[src/sv/gtp_pkg.sv]
// Package for the Goertzel tone power block: widths, register map, FSM and term codes.
`default_nettype none

package gtp_pkg;

   // Default parameter values
   localparam int SAMPLE_WIDTH_DEF = 16;
   localparam int ACC_WIDTH_DEF    = 48;

   // Fixed field widths
   localparam int COEF_WIDTH     = 16;
   localparam int WLEN_WIDTH     = 16;
   localparam int POWER_WIDTH    = 63;
   localparam int MAG_WIDTH      = 32;
   localparam int RSP_DATA_WIDTH = 96;

   // Configuration port
   localparam int CSR_ADDR_WIDTH = 3;
   localparam int CSR_DATA_WIDTH = 32;

   // Shared multiplier digit width and fixed-point shifts
   localparam int DIGIT_WIDTH  = 16;
   localparam int COEF_FRAC    = 14;
   localparam int POWER_SHIFT  = 16;

   // Square root unit: 64-bit radicand, two bits per step
   localparam int          ROOT_WIDTH    = 64;
   localparam int          ROOT_STEPS    = 32;
   localparam int          ROOT_CNT_W    = 5;
   localparam logic [63:0] ROOT_BIT_INIT = 64'h4000_0000_0000_0000;

   // Register index (address bit 2)
   typedef enum logic {
      REG_COEFFICIENT   = 1'b0,
      REG_WINDOW_LENGTH = 1'b1
   } csr_reg_type;

   // Sequencer states
   typedef enum logic [8:0] {
      ST_IDLE   = 9'b0_0000_0001,
      ST_MAC    = 9'b0_0000_0010,
      ST_UPDATE = 9'b0_0000_0100,
      ST_LOAD   = 9'b0_0000_1000,
      ST_ACCUM  = 9'b0_0001_0000,
      ST_POWER  = 9'b0_0010_0000,
      ST_ROOT   = 9'b0_0100_0000,
      ST_EMIT   = 9'b0_1000_0000,
      ST_SPARE  = 9'b1_0000_0000
   } state_type;

   // Which product the shared multiplier is working on
   typedef enum logic [2:0] {
      TERM_SAMPLE = 3'd0,
      TERM_SQ1    = 3'd1,
      TERM_SQ2    = 3'd2,
      TERM_CQ     = 3'd3,
      TERM_CROSS  = 3'd4
   } term_type;

endpackage

`default_nettype wire

[src/sv/goertzel_tone_power.sv]
// Single-bin Goertzel tone power detector with a shared iterative multiplier.
//
// Usage: samples arrive on the req_ stream (one signed sample per transaction).
// Each sample runs the Goertzel recurrence on two saturating accumulators. After
// window_length samples, one result transaction leaves on the rsp_ stream with
// the bin power (shifted right 16, clamped, saturated to 63 bits), its floor
// square root and an overflow flag; the accumulators then clear.
// A sample passes through accept, one multiplier digit step and update;
// req_tready is high only in the idle state, so a sample is not taken until
// the last one is through. The sample that closes a window adds the power
// pass: 4 multiplier passes (d1^2, d2^2, c*d1 and the cross product, each
// loaded then accumulated), a clamp and 32 square root steps. req_tready
// returns when the result is loaded into the output register.
// The result sits in an output register; the block takes new samples while it
// waits. If a second result is ready before the first is taken, the block holds
// in its emit state until rsp_tready.
// Reset (synchronous, active high) clears the accumulators, count and flag,
// sets coefficient to 0 and window_length to 1024, and drops rsp_tvalid.
// Configuration (APB, pready always high): coefficient at 0x0, window_length at 0x4.
`default_nettype none

module goertzel_tone_power import gtp_pkg::*; #(
   parameter int SAMPLE_WIDTH = SAMPLE_WIDTH_DEF,
   parameter int ACC_WIDTH    = ACC_WIDTH_DEF
) (
   input  wire logic                                 clock,
   input  wire logic                                 reset,
   // Sample stream
   input  wire logic                                 req_tvalid,
   output logic                                      req_tready,
   input  wire logic [((SAMPLE_WIDTH+7)/8)*8-1:0]    req_tdata,   // [SW-1:0] sample
   // Result stream
   output logic                                      rsp_tvalid,
   input  wire logic                                 rsp_tready,
   output logic [RSP_DATA_WIDTH-1:0]                 rsp_tdata,   // [62:0] power, [94:63] magnitude, [95] zero
   output logic                                      rsp_tuser,   // [0] overflow
   // Configuration port
   input  wire logic                                 csr_psel,
   input  wire logic                                 csr_penable,
   input  wire logic                                 csr_pwrite,
   input  wire logic [CSR_ADDR_WIDTH-1:0]            csr_paddr,
   input  wire logic [CSR_DATA_WIDTH-1:0]            csr_pwdata,
   output logic [CSR_DATA_WIDTH-1:0]                 csr_prdata,
   output logic                                      csr_pready
);

   localparam int ND       = (ACC_WIDTH + DIGIT_WIDTH - 1) / DIGIT_WIDTH;
   localparam int NDQ      = (ACC_WIDTH + 2*DIGIT_WIDTH - 1) / DIGIT_WIDTH;
   localparam int MW       = DIGIT_WIDTH * NDQ;
   localparam int TW       = ACC_WIDTH + MW;
   localparam int AW       = 2*ACC_WIDTH + 16;
   localparam int AWE      = (AW > 96) ? AW : 96;
   localparam int PW       = ACC_WIDTH + DIGIT_WIDTH + 1;
   localparam int NW       = ACC_WIDTH + DIGIT_WIDTH + 2;
   localparam int CW       = $clog2(NDQ + 1);
   localparam int SQ_SHIFT = MW - DIGIT_WIDTH*ND;
   localparam int C_SHIFT  = MW - DIGIT_WIDTH;

   // Control state
   state_type                     state_ff, state_in;
   term_type                      term_sel_ff, term_sel_in;
   logic signed [COEF_WIDTH-1:0]  coef_ff, coef_in;
   logic [WLEN_WIDTH-1:0]         wlen_ff, wlen_in;
   logic signed [ACC_WIDTH-1:0]   d1_ff, d1_in;
   logic signed [ACC_WIDTH-1:0]   d2_ff, d2_in;
   logic [WLEN_WIDTH-1:0]         count_ff, count_in;
   logic                          sat_ff, sat_in;
   logic [CW-1:0]                 step_ff, step_in;
   logic [ROOT_CNT_W-1:0]         iter_ff, iter_in;
   logic                          rsp_valid_ff, rsp_valid_in;

   // Datapath
   logic signed [SAMPLE_WIDTH-1:0] sample_ff, sample_in;
   logic [ACC_WIDTH-1:0]           mcand_ff, mcand_in;
   logic [MW-1:0]                  mplier_ff, mplier_in;
   logic [TW-1:0]                  term_ff, term_in;
   logic                           neg_ff, neg_in;
   logic [MW-1:0]                  q_ff, q_in;
   logic signed [AW-1:0]           acc_ff, acc_in;
   logic [ROOT_WIDTH-1:0]          rem_ff, rem_in;
   logic [ROOT_WIDTH-1:0]          root_ff, root_in;
   logic [ROOT_WIDTH-1:0]          bit_ff, bit_in;
   logic [POWER_WIDTH-1:0]         power_ff, power_in;
   logic                           psat_ff, psat_in;
   logic [POWER_WIDTH-1:0]         rsp_power_ff, rsp_power_in;
   logic [MAG_WIDTH-1:0]           rsp_mag_ff, rsp_mag_in;
   logic                           rsp_ovf_ff, rsp_ovf_in;

   // Combinational helpers
   logic                           cfg_wr;
   logic                           req_acc;
   logic [ACC_WIDTH-1:0]           abs_d1, abs_d2;
   logic [COEF_WIDTH-1:0]          abs_c;
   logic [DIGIT_WIDTH-1:0]         digit;
   logic [ACC_WIDTH+DIGIT_WIDTH-1:0] product;
   logic [TW-1:0]                  mac_term;
   logic signed [PW-1:0]           prod_s, prod_sh;
   logic signed [NW-1:0]           nxt;
   logic                           sat_hi, sat_lo;
   logic signed [ACC_WIDTH-1:0]    d_next;
   logic [WLEN_WIDTH-1:0]          count_inc;
   logic [AW-1:0]                  cross_up;
   logic [AW-1:0]                  add_mag;
   logic                           acc_sub;
   logic signed [AWE-1:0]          acc_x, pw;
   logic                           pw_neg, pw_big;
   logic [POWER_WIDTH-1:0]         power_val;
   logic [ROOT_WIDTH-1:0]          trial;
   logic                           root_ge;
   logic                           emit_go;

   // Handshakes
   assign cfg_wr     = csr_psel & csr_penable & csr_pwrite & csr_pready;
   assign req_tready = (state_ff == ST_IDLE);
   assign req_acc    = req_tvalid & req_tready;
   assign csr_pready = 1'b1;

   // Register readback
   always_comb begin
      case (csr_reg_type'(csr_paddr[2]))
         REG_COEFFICIENT:   csr_prdata = CSR_DATA_WIDTH'($unsigned(coef_ff));
         REG_WINDOW_LENGTH: csr_prdata = CSR_DATA_WIDTH'(wlen_ff);
         default:           csr_prdata = '0;
      endcase
   end

   // Magnitudes of the signed operands
   assign abs_d1 = d1_ff[ACC_WIDTH-1] ? ($unsigned(~d1_ff) + ACC_WIDTH'(1)) : $unsigned(d1_ff);
   assign abs_d2 = d2_ff[ACC_WIDTH-1] ? ($unsigned(~d2_ff) + ACC_WIDTH'(1)) : $unsigned(d2_ff);
   assign abs_c  = coef_ff[COEF_WIDTH-1] ? ($unsigned(~coef_ff) + COEF_WIDTH'(1))
                                         : $unsigned(coef_ff);

   // Shared multiplier: one 16-bit digit per cycle, most significant first
   assign digit    = mplier_ff[MW-1 -: DIGIT_WIDTH];
   assign product  = mcand_ff * digit;
   assign mac_term = {term_ff[TW-DIGIT_WIDTH-1:0], {DIGIT_WIDTH{1'b0}}} + TW'(product);

   // Recurrence update: x + floor(c*d1 / 2^14) - d2, then saturate
   assign prod_s  = neg_ff ? -$signed({1'b0, term_ff[ACC_WIDTH+DIGIT_WIDTH-1:0]})
                           :  $signed({1'b0, term_ff[ACC_WIDTH+DIGIT_WIDTH-1:0]});
   assign prod_sh = prod_s >>> COEF_FRAC;
   assign nxt     = NW'(sample_ff) + NW'(prod_sh) - NW'(d2_ff);
   assign sat_hi  = !nxt[NW-1] && (nxt[NW-2:ACC_WIDTH-1] != '0);
   assign sat_lo  =  nxt[NW-1] && (nxt[NW-2:ACC_WIDTH-1] != '1);
   assign d_next  = sat_hi ? $signed({1'b0, {(ACC_WIDTH-1){1'b1}}}) :
                    sat_lo ? $signed({1'b1, {(ACC_WIDTH-1){1'b0}}}) :
                             nxt[ACC_WIDTH-1:0];
   assign count_inc = count_ff + WLEN_WIDTH'(1);

   // Power accumulation: d1^2 + d2^2 - floor(c*d1*d2 / 2^14)
   // A negative cross product rounds its magnitude up before the shift.
   assign cross_up = term_ff[AW-1:0] + AW'((1 << COEF_FRAC) - 1);
   assign add_mag  = (term_sel_ff != TERM_CROSS) ? term_ff[AW-1:0] :
                     neg_ff ? (cross_up >> COEF_FRAC) : (term_ff[AW-1:0] >> COEF_FRAC);
   assign acc_sub  = (term_sel_ff == TERM_CROSS) && !neg_ff;

   // Final shift by 16, clamp at zero, saturate to 63 bits
   assign acc_x     = AWE'(acc_ff);
   assign pw        = acc_x >>> POWER_SHIFT;
   assign pw_neg    = pw[AWE-1];
   assign pw_big    = (pw[AWE-2:POWER_WIDTH] != '0);
   assign power_val = pw_neg ? '0 : (pw_big ? '1 : pw[POWER_WIDTH-1:0]);

   // Square root step
   assign trial   = root_ff + bit_ff;
   assign root_ge = (rem_ff >= trial);

   assign emit_go = !rsp_valid_ff || rsp_tready;

   // Sequencer and datapath next state
   always_comb begin
      state_in     = state_ff;
      term_sel_in  = term_sel_ff;
      coef_in      = coef_ff;
      wlen_in      = wlen_ff;
      d1_in        = d1_ff;
      d2_in        = d2_ff;
      count_in     = count_ff;
      sat_in       = sat_ff;
      step_in      = step_ff;
      iter_in      = iter_ff;
      rsp_valid_in = rsp_valid_ff;
      sample_in    = sample_ff;
      mcand_in     = mcand_ff;
      mplier_in    = mplier_ff;
      term_in      = term_ff;
      neg_in       = neg_ff;
      q_in         = q_ff;
      acc_in       = acc_ff;
      rem_in       = rem_ff;
      root_in      = root_ff;
      bit_in       = bit_ff;
      power_in     = power_ff;
      psat_in      = psat_ff;
      rsp_power_in = rsp_power_ff;
      rsp_mag_in   = rsp_mag_ff;
      rsp_ovf_in   = rsp_ovf_ff;

      // Configuration writes
      if (cfg_wr) begin
         case (csr_reg_type'(csr_paddr[2]))
            REG_COEFFICIENT:   coef_in = $signed(csr_pwdata[COEF_WIDTH-1:0]);
            REG_WINDOW_LENGTH: wlen_in = csr_pwdata[WLEN_WIDTH-1:0];
            default:           ;
         endcase
      end

      // Output register drains independently of the sequencer
      if (rsp_valid_ff && rsp_tready) begin
         rsp_valid_in = 1'b0;
      end

      case (state_ff)
         ST_IDLE: begin
            if (req_acc) begin
               sample_in   = $signed(req_tdata[SAMPLE_WIDTH-1:0]);
               mcand_in    = abs_d1;
               mplier_in   = MW'(abs_c) << C_SHIFT;
               step_in     = CW'(1);
               term_in     = '0;
               neg_in      = coef_ff[COEF_WIDTH-1] ^ d1_ff[ACC_WIDTH-1];
               term_sel_in = TERM_SAMPLE;
               state_in    = ST_MAC;
            end
         end
         ST_MAC: begin
            term_in   = mac_term;
            mplier_in = mplier_ff << DIGIT_WIDTH;
            step_in   = step_ff - CW'(1);
            if (step_ff == CW'(1)) begin
               state_in = (term_sel_ff == TERM_SAMPLE) ? ST_UPDATE : ST_ACCUM;
            end
         end
         ST_UPDATE: begin
            d2_in    = d1_ff;
            d1_in    = d_next;
            sat_in   = sat_ff | sat_hi | sat_lo;
            count_in = count_inc;
            if (count_inc == wlen_ff) begin
               acc_in      = '0;
               term_sel_in = TERM_SQ1;
               state_in    = ST_LOAD;
            end else begin
               state_in = ST_IDLE;
            end
         end
         ST_LOAD: begin
            term_in  = '0;
            state_in = ST_MAC;
            case (term_sel_ff)
               TERM_SQ1: begin
                  mcand_in  = abs_d1;
                  mplier_in = MW'(abs_d1) << SQ_SHIFT;
                  step_in   = CW'(ND);
               end
               TERM_SQ2: begin
                  mcand_in  = abs_d2;
                  mplier_in = MW'(abs_d2) << SQ_SHIFT;
                  step_in   = CW'(ND);
               end
               TERM_CQ: begin
                  mcand_in  = abs_d1;
                  mplier_in = MW'(abs_c) << C_SHIFT;
                  step_in   = CW'(1);
               end
               TERM_CROSS: begin
                  mcand_in  = abs_d2;
                  mplier_in = q_ff;
                  step_in   = CW'(NDQ);
                  neg_in    = coef_ff[COEF_WIDTH-1] ^ d1_ff[ACC_WIDTH-1] ^ d2_ff[ACC_WIDTH-1];
               end
               default: begin
                  state_in = ST_IDLE;
               end
            endcase
         end
         ST_ACCUM: begin
            case (term_sel_ff)
               TERM_SQ1: begin
                  acc_in      = acc_ff + $signed(add_mag);
                  term_sel_in = TERM_SQ2;
                  state_in    = ST_LOAD;
               end
               TERM_SQ2: begin
                  acc_in      = acc_ff + $signed(add_mag);
                  term_sel_in = TERM_CQ;
                  state_in    = ST_LOAD;
               end
               TERM_CQ: begin
                  q_in        = term_ff[MW-1:0];
                  term_sel_in = TERM_CROSS;
                  state_in    = ST_LOAD;
               end
               TERM_CROSS: begin
                  acc_in   = acc_sub ? (acc_ff - $signed(add_mag)) : (acc_ff + $signed(add_mag));
                  state_in = ST_POWER;
               end
               default: begin
                  state_in = ST_IDLE;
               end
            endcase
         end
         ST_POWER: begin
            power_in = power_val;
            psat_in  = !pw_neg && pw_big;
            rem_in   = ROOT_WIDTH'(power_val);
            root_in  = '0;
            bit_in   = ROOT_BIT_INIT;
            iter_in  = '0;
            state_in = ST_ROOT;
         end
         ST_ROOT: begin
            if (root_ge) begin
               rem_in  = rem_ff - trial;
               root_in = (root_ff >> 1) + bit_ff;
            end else begin
               root_in = root_ff >> 1;
            end
            bit_in  = bit_ff >> 2;
            iter_in = iter_ff + ROOT_CNT_W'(1);
            if (iter_ff == ROOT_CNT_W'(ROOT_STEPS - 1)) begin
               state_in = ST_EMIT;
            end
         end
         ST_EMIT: begin
            if (emit_go) begin
               rsp_valid_in = 1'b1;
               rsp_power_in = power_ff;
               rsp_mag_in   = root_ff[MAG_WIDTH-1:0];
               rsp_ovf_in   = sat_ff | psat_ff;
               d1_in        = '0;
               d2_in        = '0;
               count_in     = '0;
               sat_in       = 1'b0;
               state_in     = ST_IDLE;
            end
         end
         default: begin
            state_in = ST_IDLE;
         end
      endcase
   end

   // Control registers
   always_ff @(posedge clock) begin
      if (reset) begin
         state_ff     <= ST_IDLE;
         term_sel_ff  <= TERM_SAMPLE;
         coef_ff      <= '0;
         wlen_ff      <= WLEN_WIDTH'(1024);
         d1_ff        <= '0;
         d2_ff        <= '0;
         count_ff     <= '0;
         sat_ff       <= 1'b0;
         step_ff      <= '0;
         iter_ff      <= '0;
         rsp_valid_ff <= 1'b0;
      end else begin
         state_ff     <= state_in;
         term_sel_ff  <= term_sel_in;
         coef_ff      <= coef_in;
         wlen_ff      <= wlen_in;
         d1_ff        <= d1_in;
         d2_ff        <= d2_in;
         count_ff     <= count_in;
         sat_ff       <= sat_in;
         step_ff      <= step_in;
         iter_ff      <= iter_in;
         rsp_valid_ff <= rsp_valid_in;
      end
   end

   // Payload registers
   always_ff @(posedge clock) begin
      sample_ff    <= sample_in;
      mcand_ff     <= mcand_in;
      mplier_ff    <= mplier_in;
      term_ff      <= term_in;
      neg_ff       <= neg_in;
      q_ff         <= q_in;
      acc_ff       <= acc_in;
      rem_ff       <= rem_in;
      root_ff      <= root_in;
      bit_ff       <= bit_in;
      power_ff     <= power_in;
      psat_ff      <= psat_in;
      rsp_power_ff <= rsp_power_in;
      rsp_mag_ff   <= rsp_mag_in;
      rsp_ovf_ff   <= rsp_ovf_in;
   end

   // Result stream
   assign rsp_tvalid = rsp_valid_ff;
   assign rsp_tdata  = {1'b0, rsp_mag_ff, rsp_power_ff};
   assign rsp_tuser  = rsp_ovf_ff;

endmodule

`default_nettype wire

[config.mk]
export PLATFORM = sky130hd
export DESIGN_NAME = goertzel_tone_power
export DESIGN_NICKNAME = d
export VERILOG_FILES = /design/src/sv/gtp_pkg.sv /design/src/sv/goertzel_tone_power.sv
export SDC_FILE = /design/constraint.sdc
export NUM_CORES = 2
export LEC_CHECK = 0
export CORE_MARGIN = 10
export CORE_UTILIZATION = 60
export CTS_BUF_LIST = sky130_fd_sc_hd__clkbuf_4 sky130_fd_sc_hd__clkbuf_8
export CTS_CLUSTER_DIAMETER = 80
export DETAILED_ROUTE_END_ITERATION = 8
export DONT_BUFFER_PORTS = 1
export GPL_ROUTABILITY_DRIVEN = 1
export PLACE_DENSITY = 0.83
export SLEW_MARGIN = 10
export SYNTH_ARGS = -nofsm -noshare
export SYNTH_HDL_FRONTEND = slang
export SYNTH_SLANG_ARGS = --single-unit
[constraint.sdc]
create_clock -name clock -period 14.7 [get_ports clock]
set_input_delay 2.94 -clock clock [delete_from_list [all_inputs] [get_ports clock]]
set_output_delay 2.94 -clock clock [all_outputs]
set_load 0.01 [all_outputs]
==> reports/results.ini <==
[status]
status=finished, violations left
violations=DRC

[routing]
viasPerCell=6.403
ant_nets=0
totalWireLength_um=304500
wire_per_inst_um=24.12
drt_first_pass_iters=9
drcViolationCount=4
via_count=80844
drt_first_iter_violations=9728

[sta]
finClkSkew_ns=0.08980
tns_ns=0
rsz0062_at_grt=false
fin_crit_sh=0.7103
finalSetupViolations=0
max_slew_margin=0.09687
maxSlewViolCount=0
hold_viol_final=0
tightest_slew_ns=1.342
clock.fmax_mhz=95.77
min_period_ns=10.44

[synth]
ys_types=92
synth-async-reset-ratio=0
synth-edff-count=737
synth.cell_area_um2=92810
avgSynthCellArea_um2=8.633
seq_area_frac_synth=0.2740
postSynthCellCount=10751
yosysWarnings=0
ys_ff_latch=902
synth_ff_type=edfxtp_1

[placed_design]
port_buffers=0
post-dp-hpwl_um=230500
place_congestion=1.023

[setup_path]
critPathLaunchType=register
slowest_stage=nor4_1
crit_fanout=17
cp.buffers_inverters=0
cp-end-kind=register
crit_family=simple AND/OR/NAND/NOR gates
crit_type=reg2reg
worstPathRequired_ns=15.39
slowest_delay_ns=0.79
cp.arrival_ns=11.13

[global_routing]
grt_pass1_vias=79883
grt_use_total=0.3502
grt_overflow=0
grt_pass1_wl_um=467800
grt_max_degree=170
antenna_found_initial=13

[floorplan]
ios=190
dieArea_um2=170800
start_util=0.6032
die_w_um=413.3
fp.coreArea_um2=153900
fp-row-count=144
dieHeight_um=413.3

[finish]
syn_to_final_growth_pct=5.360
fillers=12800
regArea_um2=25430
final_core_util=0.6355
multi_input_area_um2=60840
drive_above_1_share=0.05238
fin_nets=11804

[clock_network]
clock_sinks=902
cts_tree=done
cts_inserted_buffers=166
cts_setup_buffers=0
cts_root_buffer=clkbuf_8
htreeDepth=4
ctsResizeCount=0
path_clk_slew_ns=0.06
hold_buffers=0
clock_latency_ns=0.99
cts_max_path_buffers=3

[job]
cap_violations=0

[hold_path]
min_path_type=reg2reg

cells by family after synthesis:
kind of cell               share of synthesized area
xor gates and xnor gates                     0.06672
adders and majority gates                     0.2368
and+or+nand+nor                               0.1795
muxes                                        0.01378
AOI/OAI and AO/OA                             0.1564
DFF                                           0.2740
buffers and inverters                        0.07270
other                                     0.00008092
worst paths after layout:
check / from / end / slack, ns / depth (start not counted)
max: term_ff[4] / acc_ff[111] / 4.26 / 28
max reg2reg: term_ff[4] / acc_ff[111] / 4.26 / 28
min: power_ff[33] / rsp_power_ff[33] / 0.40 / 0
min reg2reg: power_ff[33] / rsp_power_ff[33] / 0.40 / 0
worst register-to-register path, delay by kind of cell, from the launching register on:
| family | cells | cell delay [ns] |
|---|---|---|
| compound gates | 7 | 2.12 |
| simple gates | 18 | 6.44 |
| flops | 1 | 0.58 |
| xor+xnor | 2 | 0.31 |
| fa+ha+maj | 1 | 0.77 |
cell usage after synthesis (all sizes together) (38+ instances only):
| cell | number | share of area |
|---|---|---|
| a211oi | 60 | 0.0049 |
| nor3 | 140 | 0.0076 |
| mux2i | 67 | 0.0072 |
| o31ai | 119 | 0.0096 |
| and3 | 92 | 0.0062 |
| or3 | 49 | 0.0034 |
| inv | 1178 | 0.048 |
| edfxtp | 737 | 0.24 |
| fa | 744 | 0.16 |
| xnor2 | 435 | 0.041 |
| nand2 | 1241 | 0.050 |
| mux2 | 54 | 0.0066 |
| nor2b | 86 | 0.0058 |
| buf | 63 | 0.0033 |
| a31oi | 108 | 0.0073 |
| nor2 | 956 | 0.039 |
| a21oi | 910 | 0.049 |
| dfxtp | 165 | 0.036 |
| clkbuf | 535 | 0.022 |
| o211ai | 40 | 0.0032 |
| or2 | 38 | 0.0026 |
| nor4 | 99 | 0.0069 |
| a21o | 171 | 0.014 |
| ha | 566 | 0.076 |
| nand3 | 203 | 0.011 |
| nand4 | 155 | 0.010 |
| o21a | 46 | 0.0037 |
| nand2b | 67 | 0.0045 |
| o21bai | 126 | 0.010 |
| o21ai | 477 | 0.026 |
| and2 | 344 | 0.023 |
| xor2 | 272 | 0.026 |
state kept, by name (all words and copies together) (netlist names), 32 cells and up:
signal        cells
bit_ff           32
d2_ff            48
term_ff         112
acc_ff          112
d1_ff            48
rsp_mag_ff       32
power_ff         63
q_ff             64
rsp_power_ff     63
root_ff          64
mcand_ff         48
mplier_ff        64
rem_ff           64
placed cells by master (no fill, tap or decap), drive strengths merged, types with 29 or more instances in the layout:
| master | instances |
|---|---|
| nor3 | 140 |
| o211ai | 40 |
| dfxtp | 165 |
| xor2 | 272 |
| or3 | 49 |
| o31ai | 119 |
| fa | 744 |
| inv | 1187 |
| o21a | 46 |
| clkbuf | 215 |
| a21o | 171 |
| nand3 | 203 |
| nand2b | 67 |
| a211oi | 60 |
| mux2i | 67 |
| edfxtp | 737 |
| buf | 99 |
| o21ai | 477 |
| nor2b | 86 |
| a221oi | 31 |
| nor2 | 956 |
| and2 | 344 |
| nor4 | 99 |
| a31oi | 108 |
| xnor2 | 435 |
| nand2 | 1241 |
| or2 | 38 |
| nand4 | 155 |
| mux2 | 54 |
| o21bai | 126 |
| ha | 566 |
| o41ai | 29 |
| clkinv | 68 |
| a21oi | 910 |
| and3 | 92 |
layout make-up:
cell class,instances,share of cell area
Multi-Input combinational cell,8087,0.6221
Sequential cell,902,0.2601
Inverter,1180,0.04533
Clock buffer,215,0.02821
Tap cell,2044,0.02615
Clock inverter,93,0.01019
Timing Repair Buffer,99,0.007728
Antenna cell,6,0.0001535
per-layer routing:
metal / GRT usage / wire [um]
met5: 0 / 47
met4: 0.1654 / 16370
met3: 0.1027 / 38920
met2: 0.5235 / 131100
met1: 0.4669 / 118000
metrics by stage:
stage | hold WS, ns | instances | cell area [um^2] | setup WS, ns
2_1_floorplan | 0.4003 | 10767 | 92880 | 4.841
3_3_place_gp | 0.4011 | 12312 | 94020 | 4.908
3_5_place_dp | 0.4045 | 12312 | 94020 | 4.790
4_1_cts | 0.3952 | 12620 | 97770 | 4.797
5_1_grt | 0.4091 | 12623 | 97780 | 4.098
6_report | 0.3967 | 12626 | 97790 | 4.258
Power is left out: the tool's default activity adds up to more than one toggle a clock period on the data nets, which glitch-free logic cannot reach.
